$ cat src/itnp_pkg.sv
// shared widths, constants and types of the text number parser
package itnp_pkg;

    localparam int VALUE_WIDTH = 32;
    localparam int CHAR_WIDTH  = 8;
    localparam int HEX_DIGITS  = (VALUE_WIDTH + 3) / 4;
    localparam int HEX_CNT_W   = $clog2(HEX_DIGITS + 2);
    localparam int PROD_WIDTH  = VALUE_WIDTH + 4;
    localparam int CFG_IDX_W   = 1;

    typedef logic [VALUE_WIDTH-1:0] value_t;
    typedef logic [CHAR_WIDTH-1:0]  char_t;
    typedef logic [CFG_IDX_W-1:0]   cfg_idx_t;
    typedef logic [HEX_CNT_W-1:0]   hex_cnt_t;
    typedef logic [PROD_WIDTH-1:0]  prod_t;

    localparam cfg_idx_t REG_MIN_ALLOWED = CFG_IDX_W'(0);
    localparam cfg_idx_t REG_MAX_ALLOWED = CFG_IDX_W'(1);

    localparam value_t INT_MIN = {1'b1, {(VALUE_WIDTH-1){1'b0}}};
    localparam value_t INT_MAX = {1'b0, {(VALUE_WIDTH-1){1'b1}}};

    localparam char_t CH_NUL   = 8'h00;
    localparam char_t CH_TAB   = 8'h09;
    localparam char_t CH_LF    = 8'h0a;
    localparam char_t CH_CR    = 8'h0d;
    localparam char_t CH_SPACE = 8'h20;
    localparam char_t CH_MINUS = 8'h2d;
    localparam char_t CH_0     = 8'h30;
    localparam char_t CH_1     = 8'h31;
    localparam char_t CH_9     = 8'h39;
    localparam char_t CH_UA    = 8'h41;
    localparam char_t CH_UF    = 8'h46;
    localparam char_t CH_UX    = 8'h58;
    localparam char_t CH_LA    = 8'h61;
    localparam char_t CH_LF_HEX = 8'h66;
    localparam char_t CH_LX    = 8'h78;

    typedef enum logic [4:0] {
        PH_IDLE = 5'b00001,
        PH_ZERO = 5'b00010,
        PH_DEC  = 5'b00100,
        PH_HEX  = 5'b01000,
        PH_SKIP = 5'b10000
    } phase_t;

endpackage

$ cat src/itnp_char_if.sv
// request channel carrying one text byte
interface itnp_char_if import itnp_pkg::*; ();
    logic  valid;
    logic  ready;
    char_t ch;

    modport source (output valid, output ch, input ready);
    modport sink (input valid, input ch, output ready);
endinterface

$ cat src/itnp_result_if.sv
// request channel carrying one parse result
interface itnp_result_if import itnp_pkg::*; ();
    logic   valid;
    logic   ready;
    value_t value;
    logic   valid_res;

    modport source (output valid, output value, output valid_res, input ready);
    modport sink (input valid, input value, input valid_res, output ready);
endinterface

$ cat src/itnp_cfg_if.sv
// register write channel
interface itnp_cfg_if import itnp_pkg::*; ();
    logic     valid;
    logic     ready;
    cfg_idx_t index;
    value_t   data;

    modport source (output valid, output index, output data, input ready);
    modport sink (input valid, input index, input data, output ready);
endinterface

$ cat src/int32_text_number_parser_top.sv
// streaming decimal/hex text to signed integer parser
//
// text: one byte per request; leading space, tab, CR and LF are skipped, a
// token ends at one of those or at NUL and the ending byte belongs to it.
// tokens starting 0x/0X are hex (up to 8 digits, raw 32-bit pattern), others
// are decimal with an optional leading minus and signed overflow checks.
// result: one request per token, value plus valid_res; value is 0 on a parse
// error or when outside [min_allowed, max_allowed].
// cfg: index 0 writes min_allowed, index 1 writes max_allowed; always ready,
// write only while no token is in progress and the result is delivered.
// throughput: one byte per cycle unless a result stalls, set by the single per-byte state update.
// the result request is valid in the cycle after the ending byte is taken.
// stall: the result sits in an output register; text stays ready while that
// register is empty or being drained, so a stalled receiver holds the text
// side after at most one pending result.
// reset: bounds go to the full signed range, the parser returns to idle and
// the output register empties.
module int32_text_number_parser_top import itnp_pkg::*; (
    input  logic          clk,
    input  logic          rst_n,
    itnp_char_if.sink     text,
    itnp_result_if.source result,
    itnp_cfg_if.sink      cfg
);

    phase_t   phase_reg, phase_next;
    value_t   accum_reg, accum_next;
    logic     negative_reg, negative_next;
    hex_cnt_t hex_cnt_reg, hex_cnt_next;
    value_t   min_reg, max_reg;
    logic     out_valid_reg;
    value_t   out_value_reg;
    logic     out_ok_reg;

    logic     in_fire;
    logic     is_delim;
    logic     is_dec;
    logic     is_hex;
    value_t   digit;
    prod_t    prod;
    prod_t    limit;
    logic     dec_ovf;
    hex_cnt_t hex_cnt_inc;
    logic     emit;
    logic     emit_ok;
    value_t   emit_pat;
    logic     in_range;

    assign text.ready = !out_valid_reg || result.ready;
    assign in_fire    = text.valid && text.ready;
    assign cfg.ready  = 1'b1;

    assign result.valid     = out_valid_reg;
    assign result.value     = out_value_reg;
    assign result.valid_res = out_ok_reg;

    always_comb
    begin
        is_delim = (text.ch inside {CH_NUL, CH_SPACE, CH_TAB, CH_CR, CH_LF});
        is_dec   = (text.ch inside {[CH_0:CH_9]});
        is_hex   = 1'b1;
        digit    = '0;
        if (text.ch inside {[CH_0:CH_9]})
        begin
            digit = VALUE_WIDTH'(text.ch - CH_0);
        end
        else if (text.ch inside {[CH_LA:CH_LF_HEX]})
        begin
            digit = VALUE_WIDTH'(text.ch - CH_LA + 8'd10);
        end
        else if (text.ch inside {[CH_UA:CH_UF]})
        begin
            digit = VALUE_WIDTH'(text.ch - CH_UA + 8'd10);
        end
        else
        begin
            is_hex = 1'b0;
        end
    end

    // accum * 10 + digit against the signed limit
    assign prod  = (PROD_WIDTH'(accum_reg) << 3) + (PROD_WIDTH'(accum_reg) << 1)
                 + PROD_WIDTH'(digit);
    assign limit = negative_reg ? PROD_WIDTH'(INT_MIN) : PROD_WIDTH'(INT_MAX);
    assign dec_ovf = prod > limit;
    assign hex_cnt_inc = hex_cnt_reg + hex_cnt_t'(1);

    always_comb
    begin
        phase_next    = phase_reg;
        accum_next    = accum_reg;
        negative_next = negative_reg;
        hex_cnt_next  = hex_cnt_reg;
        emit          = 1'b0;
        emit_ok       = 1'b0;
        emit_pat      = '0;
        case (phase_reg)
            PH_ZERO:
            begin
                if (is_delim)
                begin
                    emit    = 1'b1;
                    emit_ok = 1'b1;
                end
                else if (text.ch == CH_LX || text.ch == CH_UX)
                begin
                    phase_next   = PH_HEX;
                    accum_next   = '0;
                    hex_cnt_next = '0;
                end
                else if (is_dec && !dec_ovf)
                begin
                    phase_next = PH_DEC;
                    accum_next = prod[VALUE_WIDTH-1:0];
                end
                else
                begin
                    phase_next = PH_SKIP;
                end
            end
            PH_DEC:
            begin
                if (is_delim)
                begin
                    emit     = 1'b1;
                    emit_ok  = 1'b1;
                    emit_pat = negative_reg ? (value_t'(0) - accum_reg) : accum_reg;
                end
                else if (is_dec && !dec_ovf)
                begin
                    accum_next = prod[VALUE_WIDTH-1:0];
                end
                else
                begin
                    phase_next = PH_SKIP;
                end
            end
            PH_HEX:
            begin
                if (is_delim)
                begin
                    emit     = 1'b1;
                    emit_ok  = 1'b1;
                    emit_pat = accum_reg;
                end
                else if (!is_hex)
                begin
                    phase_next = PH_SKIP;
                end
                else
                begin
                    accum_next   = (accum_reg << 4) | digit;
                    hex_cnt_next = hex_cnt_inc;
                    if (hex_cnt_inc > hex_cnt_t'(HEX_DIGITS))
                    begin
                        phase_next = PH_SKIP;
                    end
                end
            end
            PH_SKIP:
            begin
                if (is_delim)
                begin
                    emit = 1'b1;
                end
            end
            default:
            begin
                phase_next = PH_IDLE;
                if (text.ch == CH_NUL)
                begin
                    emit    = 1'b1;
                    emit_ok = 1'b1;
                end
                else if (!is_delim)
                begin
                    accum_next    = '0;
                    negative_next = 1'b0;
                    hex_cnt_next  = '0;
                    if (text.ch == CH_0)
                    begin
                        phase_next = PH_ZERO;
                    end
                    else if (text.ch == CH_MINUS)
                    begin
                        negative_next = 1'b1;
                        phase_next    = PH_DEC;
                    end
                    else if (text.ch inside {[CH_1:CH_9]})
                    begin
                        accum_next = digit;
                        phase_next = PH_DEC;
                    end
                    else
                    begin
                        phase_next = PH_SKIP;
                    end
                end
            end
        endcase
        if (emit)
        begin
            phase_next    = PH_IDLE;
            accum_next    = '0;
            negative_next = 1'b0;
            hex_cnt_next  = '0;
        end
    end

    assign in_range = ($signed(emit_pat) >= $signed(min_reg))
                   && ($signed(emit_pat) <= $signed(max_reg));

    always_ff @(posedge clk or negedge rst_n)
    begin
        if (!rst_n)
        begin
            phase_reg    <= PH_IDLE;
            accum_reg    <= '0;
            negative_reg <= 1'b0;
            hex_cnt_reg  <= '0;
        end
        else if (in_fire)
        begin
            phase_reg    <= phase_next;
            accum_reg    <= accum_next;
            negative_reg <= negative_next;
            hex_cnt_reg  <= hex_cnt_next;
        end
    end

    always_ff @(posedge clk or negedge rst_n)
    begin
        if (!rst_n)
        begin
            min_reg <= INT_MIN;
            max_reg <= INT_MAX;
        end
        else if (cfg.valid && cfg.ready)
        begin
            case (cfg.index)
                REG_MIN_ALLOWED: min_reg <= cfg.data;
                REG_MAX_ALLOWED: max_reg <= cfg.data;
                default:
                begin
                end
            endcase
        end
    end

    always_ff @(posedge clk or negedge rst_n)
    begin
        if (!rst_n)
        begin
            out_valid_reg <= 1'b0;
        end
        else if (in_fire && emit)
        begin
            out_valid_reg <= 1'b1;
        end
        else if (result.ready)
        begin
            out_valid_reg <= 1'b0;
        end
    end

    always_ff @(posedge clk)
    begin
        if (in_fire && emit)
        begin
            out_ok_reg    <= emit_ok && in_range;
            out_value_reg <= (emit_ok && in_range) ? emit_pat : '0;
        end
    end

endmodule

$ cat src/flat_wrapper.sv
// flat-port wrapper written by rule: the top's interface ports become plain ports
module int32_text_number_parser_top_flat import itnp_pkg::*;
  (clk, rst_n, text_valid, text_ch, text_ready, result_valid, result_value, result_valid_res, result_ready, cfg_valid, cfg_index, cfg_data, cfg_ready);
  itnp_char_if text_i ();
  itnp_result_if result_i ();
  itnp_cfg_if cfg_i ();
  input  logic clk;
  input  logic rst_n;
  input wire logic [$bits(text_i.valid)-1:0] text_valid;
  input wire logic [$bits(text_i.ch)-1:0] text_ch;
  output wire logic [$bits(text_i.ready)-1:0] text_ready;
  output wire logic [$bits(result_i.valid)-1:0] result_valid;
  output wire logic [$bits(result_i.value)-1:0] result_value;
  output wire logic [$bits(result_i.valid_res)-1:0] result_valid_res;
  input wire logic [$bits(result_i.ready)-1:0] result_ready;
  input wire logic [$bits(cfg_i.valid)-1:0] cfg_valid;
  input wire logic [$bits(cfg_i.index)-1:0] cfg_index;
  input wire logic [$bits(cfg_i.data)-1:0] cfg_data;
  output wire logic [$bits(cfg_i.ready)-1:0] cfg_ready;
  assign text_i.valid = text_valid;
  assign text_i.ch = text_ch;
  assign text_ready = text_i.ready;
  assign result_valid = result_i.valid;
  assign result_value = result_i.value;
  assign result_valid_res = result_i.valid_res;
  assign result_i.ready = result_ready;
  assign cfg_i.valid = cfg_valid;
  assign cfg_i.index = cfg_index;
  assign cfg_i.data = cfg_data;
  assign cfg_ready = cfg_i.ready;
  int32_text_number_parser_top u_core (.clk(clk), .rst_n(rst_n), .text(text_i), .result(result_i), .cfg(cfg_i));
endmodule
$ cat config.mk
export PLATFORM = sky130hd
export DESIGN_NAME = int32_text_number_parser_top_flat
export DESIGN_NICKNAME = d
export VERILOG_FILES = /design/src/itnp_pkg.sv /design/src/itnp_char_if.sv /design/src/itnp_result_if.sv /design/src/itnp_cfg_if.sv /design/src/int32_text_number_parser_top.sv /design/src/flat_wrapper.sv
export SDC_FILE = /design/constraint.sdc
export NUM_CORES = 1
export LEC_CHECK = 0
export CORE_UTILIZATION = 50
export DETAILED_ROUTE_END_ITERATION = 10
export DONT_BUFFER_PORTS = 1
export GPL_TIMING_DRIVEN = 0
export PLACE_DENSITY = 0.7
export SETUP_SLACK_MARGIN = 0.1
export SKIP_LAST_GASP = 1
export SYNTH_ARGS = -nofsm -noshare
export SYNTH_HDL_FRONTEND = slang
export SYNTH_SLANG_ARGS = --single-unit
$ cat constraint.sdc
create_clock -name clk -period 13.3 [get_ports clk]
set_input_delay 1.33 -clock clk [delete_from_list [all_inputs] [get_ports clk]]
set_output_delay 1.33 -clock clk [all_outputs]
set_load 0.01 [all_outputs]
# Yosys cells after proc, flatten, opt, wreduce, memory -nomap -nowiden
# Index checks and enable logic that the tools add are counted.
# totals
regBits	140
latchBits	0
ramBits	0
rom_bits	0
input_bits	46
output_inout_bits	36
wordCells	141
mem_count	0
# op_classes
addsub	9
multipliers	0
n_div	0
order_cmp	11
eq_ne	26
shifts	0
mux	59
bitwise_logic	2
reduce_logical	25
# ops
op	count
$mux W32	19
$pmux W32 S4	1
$mux W5	14
$add A32 B4 Y32 const B	2
$pmux W32 S2	1
$add A35 B33 Y36	1
$add A36 B32 Y36	1
$gt A36 B36 Y1	1
$ge A32 B32 Y1	1
$le A32 B32 Y1	1
$or A32 B32 Y32	1
$sub A1 B32 Y32 const A	1
$mux W4	7
$eq A8 B4 Y1 const B	3
$eq A8 B6 Y1 const B	3
$pmux W5 S4	1
$sub A8 B7 Y9 const B	2
$eq A8 B7 Y1 const B	2
$ge A8 B6 Y1 const B	2
$ge A8 B7 Y1 const B	2
$le A8 B7 Y1 const B	2
$mux W1	14
$pmux W4 S3	1
$logic_and A1 B1 Y1	9
other kinds (31)	40

# Depth between registers and ports, before layout
# depth
word_depth	14
depth_mapped	35
mapped_depth_nobuf	31

# Worst setup path after synthesis
# OpenSTA, ideal clock, no wires.
# synth_timing
kind	input port to flip-flop
startpoint	input text_ch[1]
endpoint	register u_core.accum_reg[22]
setup_ns	0.126
t_arrival_ns	8.933
required_ns	13.174
slack_ns	4.241
path_stages	32
n_path_buf	5
cell_sequence	or4_1 -> clkbuf_1 -> o21ai_0 -> and2_1 -> clkbuf_1 -> nand4_1 -> ha_1 -> o22ai_1 -> o21ai_0 -> fa_1 -> inv_1 -> ha_1 -> clkbuf_1 -> nand3_1 -> a2111o_1 -> nand3_1 -> o21ai_0 -> a211oi_1 -> nor2_1 -> xnor2_1 -> ha_1 -> nand4_1 -> or4_1 -> o21a_1 -> or4_4 -> a311oi_2 -> nand2_2 -> a2111o_1 -> and2_4 -> buf_6 -> buf_8 -> a221o_1
# synth_via
elab_chain_len	14
word_cells_on_any_way	59
cone_classes	add/sub (6); order compare (8); eq/ne (12); mux (22); bitwise (1); reduce/logical (10)
# synth_rtl
item	line	rtl
from (decl)	flat_wrapper.sv:10	input wire logic [$bits(text_i.ch)-1:0] text_ch;
$sub A8 B7 Y9, or another cell as far along	int32_text_number_parser_top.sv:73	digit = VALUE_WIDTH'(text.ch - CH_UA + 8'd10);
$add A32 B4 Y32 or $logic_and A1 B1 Y1 (tied branches)	int32_text_number_parser_top.sv:73, int32_text_number_parser_top.sv:71	
$mux W32	int32_text_number_parser_top.sv:71	else if (text.ch inside {[CH_UA:CH_UF]})
$mux W32	int32_text_number_parser_top.sv:67	else if (text.ch inside {[CH_LA:CH_LF_HEX]})
$mux W32	int32_text_number_parser_top.sv:63	if (text.ch inside {[CH_0:CH_9]})
$add A36 B32 Y36	int32_text_number_parser_top.sv:83	+ PROD_WIDTH'(digit);
$gt A36 B36 Y1	int32_text_number_parser_top.sv:85	assign dec_ovf = prod > limit;
$logic_not A1 Y1	int32_text_number_parser_top.sv:111, int32_text_number_parser_top.sv:129	
$logic_and A1 B1 Y1	int32_text_number_parser_top.sv:111, int32_text_number_parser_top.sv:129	
$mux W32	int32_text_number_parser_top.sv:111, int32_text_number_parser_top.sv:129	
$mux W32	int32_text_number_parser_top.sv:105	else if (text.ch == CH_LX || text.ch == CH_UX)
$mux W32	int32_text_number_parser_top.sv:100	if (is_delim)
$pmux W32 S4	int32_text_number_parser_top.sv:97	case (phase_reg)
$mux W32	int32_text_number_parser_top.sv:201	if (emit)
to (signal assigned)	int32_text_number_parser_top.sv:225	accum_reg <= accum_next;
to (decl)	int32_text_number_parser_top.sv:27	value_t accum_reg, accum_next;
# Parallel ways exist; a longest one is shown, timed or not. The select of a mux whose other input is x is not followed.
# A chain may end at the register's enable or synchronous reset.

# Worst setup path in the final report
# layout_timing
startpoint	input text_ch[4]
endpoint	register u_core.accum_reg[24]
# Same word-level chain as after synthesis.

==> flow_metrics.tcl <==
set metrics [dict create \
    finalCritPeriodShare 0.7893 \
    drcViolationCount 0 \
    outcome "finished, final reports clean" \
    synthFlopType "dfrtp_1" \
    ys_seq_area_frac 0.2704 \
    synth_most_common_cell "inv_1" \
    coreArea_sq_mm 0.02695 \
    setup_ws_ps 2802 \
    power_density_mw_per_mm2 154.0 \
    syn_area_sq_mm 0.01372 \
    drive_above_1_share 0.08703 \
    synth.avg_cell_area_sq_um 8.398 \
    netlist_top_cells_count "inv_1 (183), ha_1 (158), a21oi_1 (141), nand2_1 (123), o21ai_0 (118)" \
    die_y_um 167.7 \
    hold_viol 0 \
    critPathKind "primary input to flop" \
    cts.clk_slew.worst_paths_ps 60 \
    synthAdderAreaFrac 0.1878 \
    power_mw 2.273 \
    async_flop_share 0.7643 \
    cts_tree "yes" \
    r2r_slack_ps 5510 \
    cts.path.max_buffers 2 \
    synthSimpleGateAreaFrac 0.1616 \
    row_count 60 \
    design_area_sq_mm 0.01476 \
    grt_pass1_wl_mm 66.51 \
    ctsResizeCount 0 \
    ys_ff_latch 140 \
    fin_util 0.5475 \
    grt_pass1_vias 12030 \
    hold_path_class "flop to flop" \
    synth_edf_count 33 \
    wl_mm 41.45 \
    slew_headroom 0.02263 \
    clk_latency_ps 430 \
    startpoint_type "primary input" \
    place_area_sq_mm 0.01416 \
    dieArea_sq_mm 0.02811 \
    ctsRootBufferMaster "clkbuf_16" \
    synth_top_family_by_area "compound AO/OA/AOI/OAI gates" \
    cts_made_buffers 17 \
    crit_required_ps 13610 \
    gp_congestion 0.9452 \
    rsz0062_at_grt "false" \
    wl_met2_mm 18.87 \
    ant_nets 0 \
    worstPathMaxFanout 10 \
    antenna_found_initial 0 \
    dp_hpwl_mm 33.60 \
    preCtsSetupSlack_ps 2583 \
    synth_nets 1868 \
    routed-wl-met3_mm 3.003 \
    yosys.area.top_type "ha_1" \
    drv_slew 0 \
    num-nets-final 1887 \
    slowest_stage "a211oi_1" \
    yosys_warnings 0 \
    track_usage 0.3036 \
    vias 12590 \
    fin_cells 2007 \
    synth_cell_type_count 80 \
    vias_per_cell 6.275 \
    initial_core_util 0.5091 \
    drt_iter0_drc 1219 \
    maxUsedRoutingLayer "met4" \
    area_growth_pct 7.532 \
    grt_max_degree 108 \
    synthXorXnorAreaFrac 0.02489 \
    hold_buffers 0 \
    final.setup_skew_ps 9.011 \
    endpoint_kind "flop" \
    insertedDiodeCount 0 \
    io_buffer_count 0 \
    met1_length_mm 18.21 \
    cts.sinks 140 \
    timing.fmax_mhz 95.26 \
    worst_pin_slew_ps 1466 \
    fin_tns_setup_ps 0 \
    post-route-min-period_ps 10500 \
    setup_violations 0 \
    placed_cells 1975 \
    synth_compound_area_frac 0.2469 \
    first_pass_iters 6 \
    fp.dieW_um 167.7 \
    wl_per_cell_um 20.65 \
    ir_worst_vdd_mv 0.09456 \
    fillers 2491 \
    cap_violations 0 \
    io_pins 82 \
    hold_ws_ps 515.4 \
    htreeDepth 4 \
    gr-total-overflow 0 \
    synth_area_leaders "ha_1 (14%), dfrtp_1 (13%), edfxtp_1 (7.2%)" \
    max_stage_delay_ps 780 \
    synthMuxAreaShare 0.03255 \
    netlist_instances 1634 \
    synth_top_cell_area_share 0.1441 \
    crit_arrival_ps 10810 \
    leakage_nw 6.641 \
    post_cts.repair.setup_buffers 0 \
]
-- per-layer routing --
layer / GRT usage / vias to the layer above
li1: - / 6023
met1: 0.4081 / 5960
met2: 0.4938 / 522
met3: 0.05129 / 88
met4: 0.1029 / 0
met5: 0 / -
-- critical path: cells and delay by family --
family	cells	cell delay [ps]
adder cells (fa/ha/maj)	4	1550
buffers and inverters	5	1150
AND/OR/NAND/NOR	10	2340
AO/OA/AOI/OAI	12	4430
-- cell type report --
class	count	area (sq um)	share of cell area
Sequential cell	140	3710	0.2514
Buffer	83	350.3	0.02374
Multi-Input combinational cell	1228	8982	0.6088
Clock inverter	14	160.2	0.01085
Clock buffer	18	439.2	0.02976
Tap cell	341	426.7	0.02892
Inverter	183	686.9	0.04655
-- cells by family (layout without fill, tap and decap cells) --
family / Yosys count / count (layout)
other: 1 / 1
muxes: 40 / 40
DFF: 140 / 140
and+or+nand+nor: 442 / 442
xor gates and xnor gates: 39 / 39
AOI/OAI and AO/OA: 518 / 518
buffers and inverters: 266 / 298
adders and majority gates: 188 / 188
-- power breakdown --
| group | internal, mW | total, mW | switching, mW |
|---|---|---|---|
| registers | 0.503 | 0.566 | 0.0630 |
| clock network | 0.285 | 0.487 | 0.202 |
| logic | 0.435 | 1.22 | 0.785 |
-- worst paths after layout --
kind / start / end / depth (start not counted)
max: text_ch[4] / u_core.accum_reg[24]$_DFFE_PN0P_ / 31
min reg2reg: u_core.max_reg[31]$_DFFE_PN0P_ / u_core.max_reg[31]$_DFFE_PN0P_ / 1
min in group asynchronous: rst_n / u_core.min_reg[28]$_DFFE_PN0P_ / 0
min: u_core.max_reg[31]$_DFFE_PN0P_ / u_core.max_reg[31]$_DFFE_PN0P_ / 1
max reg2reg: u_core.accum_reg[2]$_DFFE_PN0P_ / u_core.accum_reg[24]$_DFFE_PN0P_ / 23
max in group asynchronous: rst_n / u_core.max_reg[9]$_DFFE_PN1P_ / 0
-- cells in the final DEF, fill, tap and decap left out, types with 14 or more instances in the layout --
cell       instances
fa_1              30
mux2_2            37
dfrtp_1           74
xnor2_1           27
inv_1            183
nand2_1          123
o21a_1            25
a21o_1            33
nor2_1            74
clkbuf_16         17
a211oi_1          19
dfstp_2           33
nor2b_1           14
a31oi_1           28
nand3_1           70
o31ai_1           15
a221o_1           33
o21ai_0          118
clkbuf_1          71
a21oi_1          141
nand4_1           44
or3_1             18
nor3_1            20
edfxtp_1          33
ha_1             158
Power figures use the tool's default switching activity.
